==> src/rtl/core/brm_pkg.sv <==
// ----------------------------------------------------------------------------
// brm_pkg: shared types and constants of the bilinear remap engine
// Field widths, opcodes, register indexes and the front-to-back request record.
// ----------------------------------------------------------------------------
`default_nettype none

package brm_pkg;

  // Default sizing of the pixel store and the weight format
  localparam int DEF_STORE_PIXELS     = 65536;
  localparam int DEF_WEIGHT_FRAC_BITS = 14;

  // Fixed field widths
  localparam int IDX_W    = 16;
  localparam int CHAN_W   = 8;
  localparam int PIXEL_W  = 3 * CHAN_W;
  localparam int WEIGHT_W = 15;
  localparam int LW_W     = 13;
  localparam int NUM_NBR  = 4;
  // four products of CHAN_W x WEIGHT_W bits plus the rounding term
  localparam int PROD_W   = CHAN_W + WEIGHT_W;
  localparam int ACC_W    = PROD_W + 3;

  // Request queue between front and back
  localparam int QUEUE_DEPTH = 2;

  // Configuration port
  localparam int CFG_IDX_W  = 1;
  localparam int CFG_DATA_W = LW_W;
  localparam logic [CFG_IDX_W-1:0] REG_LINE_WIDTH    = 1'b0;
  localparam logic [CFG_IDX_W-1:0] REG_THREE_CHANNEL = 1'b1;
  localparam logic [LW_W-1:0]      LINE_WIDTH_RESET  = 13'd640;

  // Input opcodes
  typedef enum logic [1:0] {
    OP_WRITE    = 2'd0,
    OP_WEIGHTED = 2'd1,
    OP_BOX      = 2'd2,
    OP_UNUSED   = 2'd3
  } opcode_e;

  // One classified request handed from the front to the back
  typedef struct packed {
    opcode_e                          op;
    logic [IDX_W-1:0]                 base;
    logic [PIXEL_W-1:0]               pixel;
    logic [NUM_NBR-1:0][WEIGHT_W-1:0] weight;
    logic                             bad;
    logic                             last;
  } req_t;

endpackage

`default_nettype wire

==> src/rtl/core/brm_front.sv <==
// ----------------------------------------------------------------------------
// brm_front: request intake and classification
// Accepts input requests, drops those that cause nothing, flags remaps whose
// neighbours run past the store and pushes the rest into the request queue.
// ----------------------------------------------------------------------------
`default_nettype none

module brm_front #(
  parameter int STORE_PIXELS = brm_pkg::DEF_STORE_PIXELS
) (
  input  wire logic                                    in_valid_i,
  output logic                                         in_stall_o,
  input  wire logic [1:0]                              opcode_i,
  input  wire logic [brm_pkg::IDX_W-1:0]               pixel_index_i,
  input  wire logic [brm_pkg::CHAN_W-1:0]              chan_a_i,
  input  wire logic [brm_pkg::CHAN_W-1:0]              chan_b_i,
  input  wire logic [brm_pkg::CHAN_W-1:0]              chan_c_i,
  input  wire logic [brm_pkg::NUM_NBR-1:0][brm_pkg::WEIGHT_W-1:0] weight_i,
  input  wire logic                                    last_entry_i,
  input  wire logic [brm_pkg::LW_W-1:0]                line_width_i,
  output logic                                         push_o,
  output brm_pkg::req_t                                push_req_o,
  input  wire logic                                    queue_full_i
);
  import brm_pkg::*;

  localparam int AW   = $clog2(STORE_PIXELS);
  localparam int SUMW = (AW > IDX_W + 1) ? AW : IDX_W + 1;

  opcode_e         op;
  logic [SUMW-1:0] far_sum;
  logic            far_bad;
  logic            base_bad;
  logic            keep;

  assign op = opcode_e'(opcode_i);

  // bottom-right neighbour is the largest address of the four
  assign far_sum  = SUMW'(pixel_index_i) + SUMW'(line_width_i) + SUMW'(1);
  assign far_bad  = 32'(far_sum) >= 32'(STORE_PIXELS);
  assign base_bad = 32'(pixel_index_i) >= 32'(STORE_PIXELS);

  // classify: writes past the store and the unused opcode are dropped
  always_comb begin
    unique case (op)
      OP_WRITE:    keep = !base_bad;
      OP_WEIGHTED: keep = 1'b1;
      OP_BOX:      keep = 1'b1;
      default:     keep = 1'b0;
    endcase
  end

  assign in_stall_o = queue_full_i;
  assign push_o     = in_valid_i && !queue_full_i && keep;

  always_comb begin
    push_req_o.op     = op;
    push_req_o.base   = pixel_index_i;
    push_req_o.pixel  = {chan_c_i, chan_b_i, chan_a_i};
    push_req_o.weight = weight_i;
    push_req_o.bad    = far_bad;
    push_req_o.last   = last_entry_i;
  end

endmodule

`default_nettype wire

==> config.mk <==
export PLATFORM = sky130hd
export DESIGN_NAME = brm_front
export DESIGN_NICKNAME = d
export VERILOG_FILES = /design/src/rtl/core/brm_pkg.sv /design/src/rtl/core/brm_front.sv
export SDC_FILE = /design/constraint.sdc
export NUM_CORES = 1
export LEC_CHECK = 0
export ABC_AREA = 1
export BUFFER_PORTS_ARGS = -buffer_cell sky130_fd_sc_hd__buf_2
export CAP_MARGIN = 20
export CORE_AREA = 10 10 78 80
export DETAILED_ROUTE_END_ITERATION = 16
export DIE_AREA = 0 0 88 90
export PLACE_DENSITY = 0.79
export SLEW_MARGIN = 5
export SYNTH_ARGS = -nofsm -noshare
export SYNTH_HDL_FRONTEND = slang
export SYNTH_SLANG_ARGS = --single-unit
==> constraint.sdc <==
create_clock -name vclk -period 1.9
set_clock_uncertainty 0.2 [all_clocks]
set_input_delay 0 -clock vclk [all_inputs]
set_output_delay 0 -clock vclk [all_outputs]
set_load 0.01 [all_outputs]
==> metrics.txt <==
slowest CP cell ha_1; Worst setup startpoint pixel_index_i[5]; Synth area leader buf_4; Reg area 0 um2; sequential share of power 0%; WL final around 4800 um; Distinct cells, synth 11; Layout fillers 470; critical path required time between 1.5 and 2 ns; Area growth, synth to finish 36.5%; Final min period approximately 1.3 ns; Largest delay share family, worst path simple AND/OR/NAND/NOR gates; sequential share of the synthesized area 0%; CP Class input pin to primary output; worst-margin pin slew ~0.19 ns; Gate power share 100.0%; Initial DRT Pass Iterations 4; critical path arrival ~1.1 ns; Die Ht 90 um; Clock power frac 0%; Final setup viols 0; f_max ~0.80 GHz; Int Pwr approximately 180 uW; top-area cell type share of the netlist area just over 70%; total number of cells along the worst setup path 9; Cells after Synth 152; die width 88 um; Routability Congestion 0.616; Max Slew Vio Count 0; final hold vios 0; Initial Util between 20% and 30%; routed vias/inst between 3 and 4; CLK BUF 0; Post-Syn Area per Cell 7.21 um2; synthesized area approximately 1100 um2; IO Pins between 200 and 250; Psw about 160 uW; CP Launch Type input pin; Std-Cell Rows 25; die area 7920 um2; grt total ovfl 0; Max Cap Viol 0; Slew HR slightly below 90%; max incr delay on CP ~0.30 ns; average wire per standard cell around 20 um; first-pass GRT wire length 6640 um; Pwr Total approximately 340 uW; Peak VDD IR roughly 0.10 mV; dominant cell by count in the synthesized netlist buf_4; Hold Slack between 0.004 and 0.005 ns; Iter 0 DRT Violations 8; Max FO, Critical Path 2; most frequent CP cell nand2_1; IO buf count between 50 and 60; Hold Path Sink in_stall_o; PwrDens ~230 nW/um2; vias in the first global route roughly 1200; hold depth 2; largest net degree at the start of global routing 4; synth top area cells buf_4 72%, ha_1 14%, nand2_1 5.8%, a21oi_1 2.3%, nor2_1 1.7%; crit path cell chain buf_2 > ha_1 > a21oi_1 > nor2_1 > nor3_2 > nand2_1 > nand2_1 > nand2_1 > buf_2; post-detail-place hpwl approximately 2200 um; min-delay src queue_full_i; CP bufs+invs 2; Mapped Nets 282; Sw Share between 40% and 50%; Pleak around 0.75 nW; worst min-delay path class input pin to primary output; Residual DRC 0; Antenna diodes 0; top post-synthesis cells by count 105 x buf_4, 17 x nand2_1, 12 x ha_1; fraction of layout cells with a size suffix above 1 30.6%; outcome finished, final reports clean; Core Region 4600 um2; sequential cells 0; Final nets 318; initial antenna violation count 1; Synthesis Warnings 0; Via Count between 900 and 1000; total track usage 9.91%; final critical-path share of the clock period around two thirds; RSZ-0062 raised after global routing no; Final TNS setup 0 ns; Routed Antenna Nets 0; Crit. End Element primary output
-- logic make-up (layout without fill, tap and decap cells) --
kind of cell             count (synthesis)  after routing  share of synthesized area, %
AND/OR/NAND/NOR                         25             25                          10.2
AO/OA/AOI/OAI                            7              7                          3.20
buffers and inverters                  108            142                          72.9
adder cells (fa/ha/maj)                 12             12                          13.7
-- final cells by class --
type | count | area (um2) | area share (%)
Inverter | 3 | 11.3 | 0.753
Multi-Input combinational cell | 44 | 297 | 19.8
Tap cell | 54 | 67.6 | 4.52
Timing Repair Buffer | 139 | 1120 | 74.9
-- power groups by stage --
stage                     clock network [mW]  logic (mW)  registers [mW]
after floorplan                            0       0.273               0
after global placement                     0       0.130               0
after detailed placement                   0       0.133               0
after CTS                                  0       0.346               0
after global routing                       0       0.373               0
final                                      0       0.340               0
-- metal layers --
metal	part of all wire, %	GRT usage, %
met3	19	5.96
met4	0	0
met1	26	6.83
met5	0	0
met2	56	21.6
-- placed cells by master, fill, tap and decap left out --
| cell | netlist | final |
|---|---|---|
| nor3_2 | 1 | 1 |
| o21ai_0 | 1 | 1 |
| ha_1 | 12 | 12 |
| nand2_2 | 1 | 1 |
| nor4_2 | 1 | 1 |
| buf_2 | 0 | 54 |
| o21ai_1 | 1 | 1 |
| nor2_1 | 5 | 5 |
| inv_1 | 3 | 3 |
| nand2_1 | 17 | 17 |
| dlygate4sd3_1 | 0 | 85 |
| a21oi_1 | 5 | 5 |
-- what timing repair did --
item	CTS	global route
resized for setup	0	0
hold buffers	85	0
endpoints found under the hold margin	85	0
buffers inserted	0	0
-- through the flow --
stage	utilization (%)	instances	instance area, um2	setup WS, ns
2_1_floorplan	-	152	1100	0.863
3_3_place_gp	14.0	155	646	0.649
3_5_place_dp	14.0	155	646	0.629
4_1_cts	32.5	240	1500	0.625
5_1_grt	32.5	240	1500	0.501
6_report	32.5	240	1500	0.650
-- how the worst max path moves through the flow --
stage,endpoint,slack [ns]
floorplan,push_req_o[1],0.86
global placement,push_req_o[1],0.65
detailed placement,push_req_o[1],0.63
CTS,push_req_o[1],0.62
global route,push_req_o[1],0.50
finish,push_req_o[1],0.65
Power figures use the tool's default switching activity.
