## config.mk

```make
export PLATFORM = sky130hd
export DESIGN_NAME = brm_fifo
export DESIGN_NICKNAME = d
export VERILOG_FILES = /design/src/rtl/core/brm_pkg.sv /design/src/rtl/core/brm_fifo.sv
export SDC_FILE = /design/constraint.sdc
export NUM_CORES = 1
export LEC_CHECK = 0
export BUFFER_PORTS_ARGS = -buffer_cell sky130_fd_sc_hd__buf_4
export CAP_MARGIN = 10
export CORE_MARGIN = 5
export CORE_UTILIZATION = 56
export DETAILED_ROUTE_END_ITERATION = 12
export HOLD_SLACK_MARGIN = 0.06
export PLACE_DENSITY = 0.88
export SLEW_MARGIN = 20
export SYNTH_ARGS = -nofsm -noshare
export SYNTH_HDL_FRONTEND = slang
export SYNTH_SLANG_ARGS = --single-unit
```

## constraint.sdc

```tcl
create_clock -name clk_i -period 13.4 [get_ports clk_i]
set_clock_uncertainty 0.05 [all_clocks]
set_input_delay 0.67 -clock clk_i [delete_from_list [all_inputs] [get_ports clk_i]]
set_output_delay 0.67 -clock clk_i [all_outputs]
set_load 0.05 [all_outputs]
```

## src/rtl/core/brm_pkg.sv

```systemverilog
// ----------------------------------------------------------------------------
// brm_pkg: shared types and constants of the bilinear remap engine
// Field widths, opcodes, register indexes and the front-to-back request record.
// ----------------------------------------------------------------------------
`default_nettype none

package brm_pkg;

  // Default sizing of the pixel store and the weight format
  localparam int DEF_STORE_PIXELS     = 65536;
  localparam int DEF_WEIGHT_FRAC_BITS = 14;

  // Fixed field widths
  localparam int IDX_W    = 16;
  localparam int CHAN_W   = 8;
  localparam int PIXEL_W  = 3 * CHAN_W;
  localparam int WEIGHT_W = 15;
  localparam int LW_W     = 13;
  localparam int NUM_NBR  = 4;
  // four products of CHAN_W x WEIGHT_W bits plus the rounding term
  localparam int PROD_W   = CHAN_W + WEIGHT_W;
  localparam int ACC_W    = PROD_W + 3;

  // Request queue between front and back
  localparam int QUEUE_DEPTH = 2;

  // Configuration port
  localparam int CFG_IDX_W  = 1;
  localparam int CFG_DATA_W = LW_W;
  localparam logic [CFG_IDX_W-1:0] REG_LINE_WIDTH    = 1'b0;
  localparam logic [CFG_IDX_W-1:0] REG_THREE_CHANNEL = 1'b1;
  localparam logic [LW_W-1:0]      LINE_WIDTH_RESET  = 13'd640;

  // Input opcodes
  typedef enum logic [1:0] {
    OP_WRITE    = 2'd0,
    OP_WEIGHTED = 2'd1,
    OP_BOX      = 2'd2,
    OP_UNUSED   = 2'd3
  } opcode_e;

  // One classified request handed from the front to the back
  typedef struct packed {
    opcode_e                          op;
    logic [IDX_W-1:0]                 base;
    logic [PIXEL_W-1:0]               pixel;
    logic [NUM_NBR-1:0][WEIGHT_W-1:0] weight;
    logic                             bad;
    logic                             last;
  } req_t;

endpackage

`default_nettype wire

```

## src/rtl/core/brm_fifo.sv

```systemverilog
// ----------------------------------------------------------------------------
// brm_fifo: short request queue
// Decouples the front from the back so that each side can stall on its own.
// ----------------------------------------------------------------------------
`default_nettype none

module brm_fifo (
  input  wire logic          clk_i,
  input  wire logic          rst_ni,
  input  wire logic          push_i,
  input  wire brm_pkg::req_t push_req_i,
  output logic               full_o,
  input  wire logic          pop_i,
  output logic               valid_o,
  output brm_pkg::req_t      head_o
);
  import brm_pkg::*;

  localparam int PTR_W = (QUEUE_DEPTH > 1) ? $clog2(QUEUE_DEPTH) : 1;
  localparam int CNT_W = $clog2(QUEUE_DEPTH + 1);

  req_t             entry_q [QUEUE_DEPTH];
  logic [PTR_W-1:0] wr_ptr_q, wr_ptr_d;
  logic [PTR_W-1:0] rd_ptr_q, rd_ptr_d;
  logic [CNT_W-1:0] count_q, count_d;
  logic             do_push, do_pop;

  assign full_o  = count_q == CNT_W'(QUEUE_DEPTH);
  assign valid_o = count_q != '0;
  assign head_o  = entry_q[rd_ptr_q];
  assign do_push = push_i && !full_o;
  assign do_pop  = pop_i && valid_o;

  // pointer and fill count update
  always_comb begin
    wr_ptr_d = wr_ptr_q;
    rd_ptr_d = rd_ptr_q;
    count_d  = count_q;
    if (do_push) begin
      wr_ptr_d = (wr_ptr_q == PTR_W'(QUEUE_DEPTH - 1)) ? '0 : wr_ptr_q + PTR_W'(1);
    end
    if (do_pop) begin
      rd_ptr_d = (rd_ptr_q == PTR_W'(QUEUE_DEPTH - 1)) ? '0 : rd_ptr_q + PTR_W'(1);
    end
    if (do_push && !do_pop) begin
      count_d = count_q + CNT_W'(1);
    end else if (do_pop && !do_push) begin
      count_d = count_q - CNT_W'(1);
    end
  end

  always_ff @(posedge clk_i or negedge rst_ni) begin
    if (!rst_ni) begin
      wr_ptr_q <= '0;
      rd_ptr_q <= '0;
      count_q  <= '0;
    end else begin
      wr_ptr_q <= wr_ptr_d;
      rd_ptr_q <= rd_ptr_d;
      count_q  <= count_d;
    end
  end

  // queue storage
  always_ff @(posedge clk_i) begin
    if (do_push) begin
      entry_q[wr_ptr_q] <= push_req_i;
    end
  end

endmodule

`default_nettype wire

```

==> reports/metrics.yaml <==
maxCapViolations: 0
ys.flop_type: "edfxtp_1"
required_ps: 12680
ys_top_cells_by_count: "208 x edfxtp_1, 54 x mux2_2, 50 x mux2_4"
period_share: 0.271
ios: 214
synth_warnings: 0
ir_drop_mv: 0.243
crit_path_start: "rd_ptr_q"
finalSetupTns_ps: 0
power_leakage_nw: 4.02
vias_per_cell: 5.20
synth_edf_count: 208
post-route-min-period_ps: 3630
reg2reg_from: "count_q[0]"
die_h_microns: 129
regToRegSetupSlack_ps: 10870
insertion_delay_ps: 470
crit_type: "flop to primary output"
power.density_mw_per_mm2: 261
worstMarginPinSlew_ps: 1030
initial_core_util: 0.573
arrival_ps: 2910
grt_pass1_wl_microns: 23800
synth.distinct_cells: 17
hold_violations: 0
route.detailed.drc: 0
antenna_found_initial: 0
slew-limit-headroom: 0.316
detail-route-antenna-nets: 0
finalPower_w: 0.00270
core-area_sq_mm: 0.0139
hold_class: "input port to flop"
cts-htree-levels: 1
grt_pass1_vias: 4415
max_freq_ghz: 0.276
drive_above_1_share: 0.602
finalSetupViolCount: 0
critPathMaxFanout: 65
synth_nets: 452
grtUsageTotal: 0.187
avgSynthCellArea_sq_um: 23.2
area_delta_synth_final_pct: 29.8
nets: 681
outcome: "completed"
antennaDiodeCount: 0
netlist_instances: 343
routed_wl_microns: 15800
grt_max_degree: 68
yosys.area.top_type: "edfxtp_1"
cts_buffers: 21
clk_pin_slew_ps: 60
synth_area_sq_mm: 0.00795
io_buffers: 213
reg2reg_depth: 5
synth_seq_cells: 212
drt_iter0_markers: 245
drv_slew: 0
yosysMostFrequentCell: "edfxtp_1"
vias: 3975
postCtsSetupBuffers: 0
synth_top_area_frac: 0.785
gp_congestion: 0.776
cp-end-kind: "primary output"
synth.area.top_cells: "edfxtp_1 79%, mux2_4 9.4%, mux2_2 7.6%"
post-dp-hpwl_microns: 10900
yosysSeqAreaShare: 0.798
hp-start: "push_req_i[40]"
cp-start-kind: "flop"
die_w_microns: 129
die-area_sq_mm: 0.0167
cts.root.buffer_cell: "clkbuf_16"
numClockSinks: 212
fillers: 802
cts_buffer_depth: 3
grt_overflow_total: 0
firstDrtPassIters: 4
std_cell_rows: 43
final_util: 0.744
worstHoldPathCells: 1
rsz0062_at_grt: "no"
synth_async_sr_flop_share: 0.0189
post_drt_wl_per_cell_microns: 20.7
cts_tree: "yes"
-- cell usage in the layout, fill, tap and decap left out --
cell,instances
clkbuf_1,9
inv_1,2
buf_12,1
bufinv_16,1
buf_4,216
dlygate4sd3_1,1
nor2_1,1
ha_1,1
mux2_4,50
and3_4,1
dfrtp_4,1
inv_6,1
mux2_2,54
nand2_1,2
clkbuf_8,1
xor2_1,2
nor2_4,1
xnor2_1,3
dfrtp_1,3
edfxtp_1,208
nand2b_1,1
or2_2,1
clkbuf_16,21
clkinv_2,3
-- layout make-up --
class                   instances  area (sq um)  area share
inverters                       2          7.51    0.000727
clock inverters                 5          53.8     0.00521
clock buffers                  31           573      0.0555
repair buffers                218          1650       0.160
well taps                     180           225      0.0218
multi-input cells             117          1460       0.142
flip-flops and latches        212          6350       0.615
-- where the power goes --
part / internal (W) / total, W / switching (W)
combinational: 0.000412 / 0.00119 / 0.000777
clock: 0.000315 / 0.000536 / 0.000221
sequential: 0.000909 / 0.000975 / 0.0000658
-- final timing paths --
| kind | end |
|---|---|
| max | head_o[102] |
| min | entry_q[1][40] |
| max reg2reg | entry_q[0][97] |
| min reg2reg | count_q[1] |
| max in group asynchronous | rd_ptr_q |
| min in group asynchronous | wr_ptr_q |
-- worst max-delay path, stage by stage (launching register included) --
cell and delay [ps]:
dfrtp_4 830, buf_4 870, mux2_2 450, buf_4 200
-- per-stage QoR --
step	worst slack [ps]	instances	hold slack, ps	instance area, sq um
2_1_floorplan	7700	343	324	7950
3_3_place_gp	10330	727	416	9670
3_5_place_dp	10280	727	419	9670
4_1_cts	9760	764	297	10300
5_1_grt	9630	765	290	10300
6_report	9770	765	318	10300
-- flip-flops by register name (all words and copies together), names as in the netlist --
name	flops
entry_q	208
rd_ptr_q	1
wr_ptr_q	1
count_q	2
-- logic make-up after synthesis --
kind of cell               after synthesis  share of synthesized area
adders and majority gates                1                    0.00157
buffers and inverters                   14                     0.0200
and+or+nand+nor                          7                    0.00425
xor gates and xnor gates                 5                    0.00551
muxes                                  104                      0.171
DFF                                    212                      0.798
-- routing by layer --
layer | wire length, microns | GRT usage | vias to the layer above
met5 | 0 | 0 | -
met2 | 8130 | 0.327 | 187
met1 | 5870 | 0.227 | 1950
li1 | - | - | 1812
met4 | 326 | 0.0531 | 0
met3 | 1490 | 0.0581 | 26
-- timing repair --
item	in CTS	in global routing
hold endpoints to repair	4	0
hold buffers	1	0
resized for setup	0	0
Power figures use the tool's default switching activity.
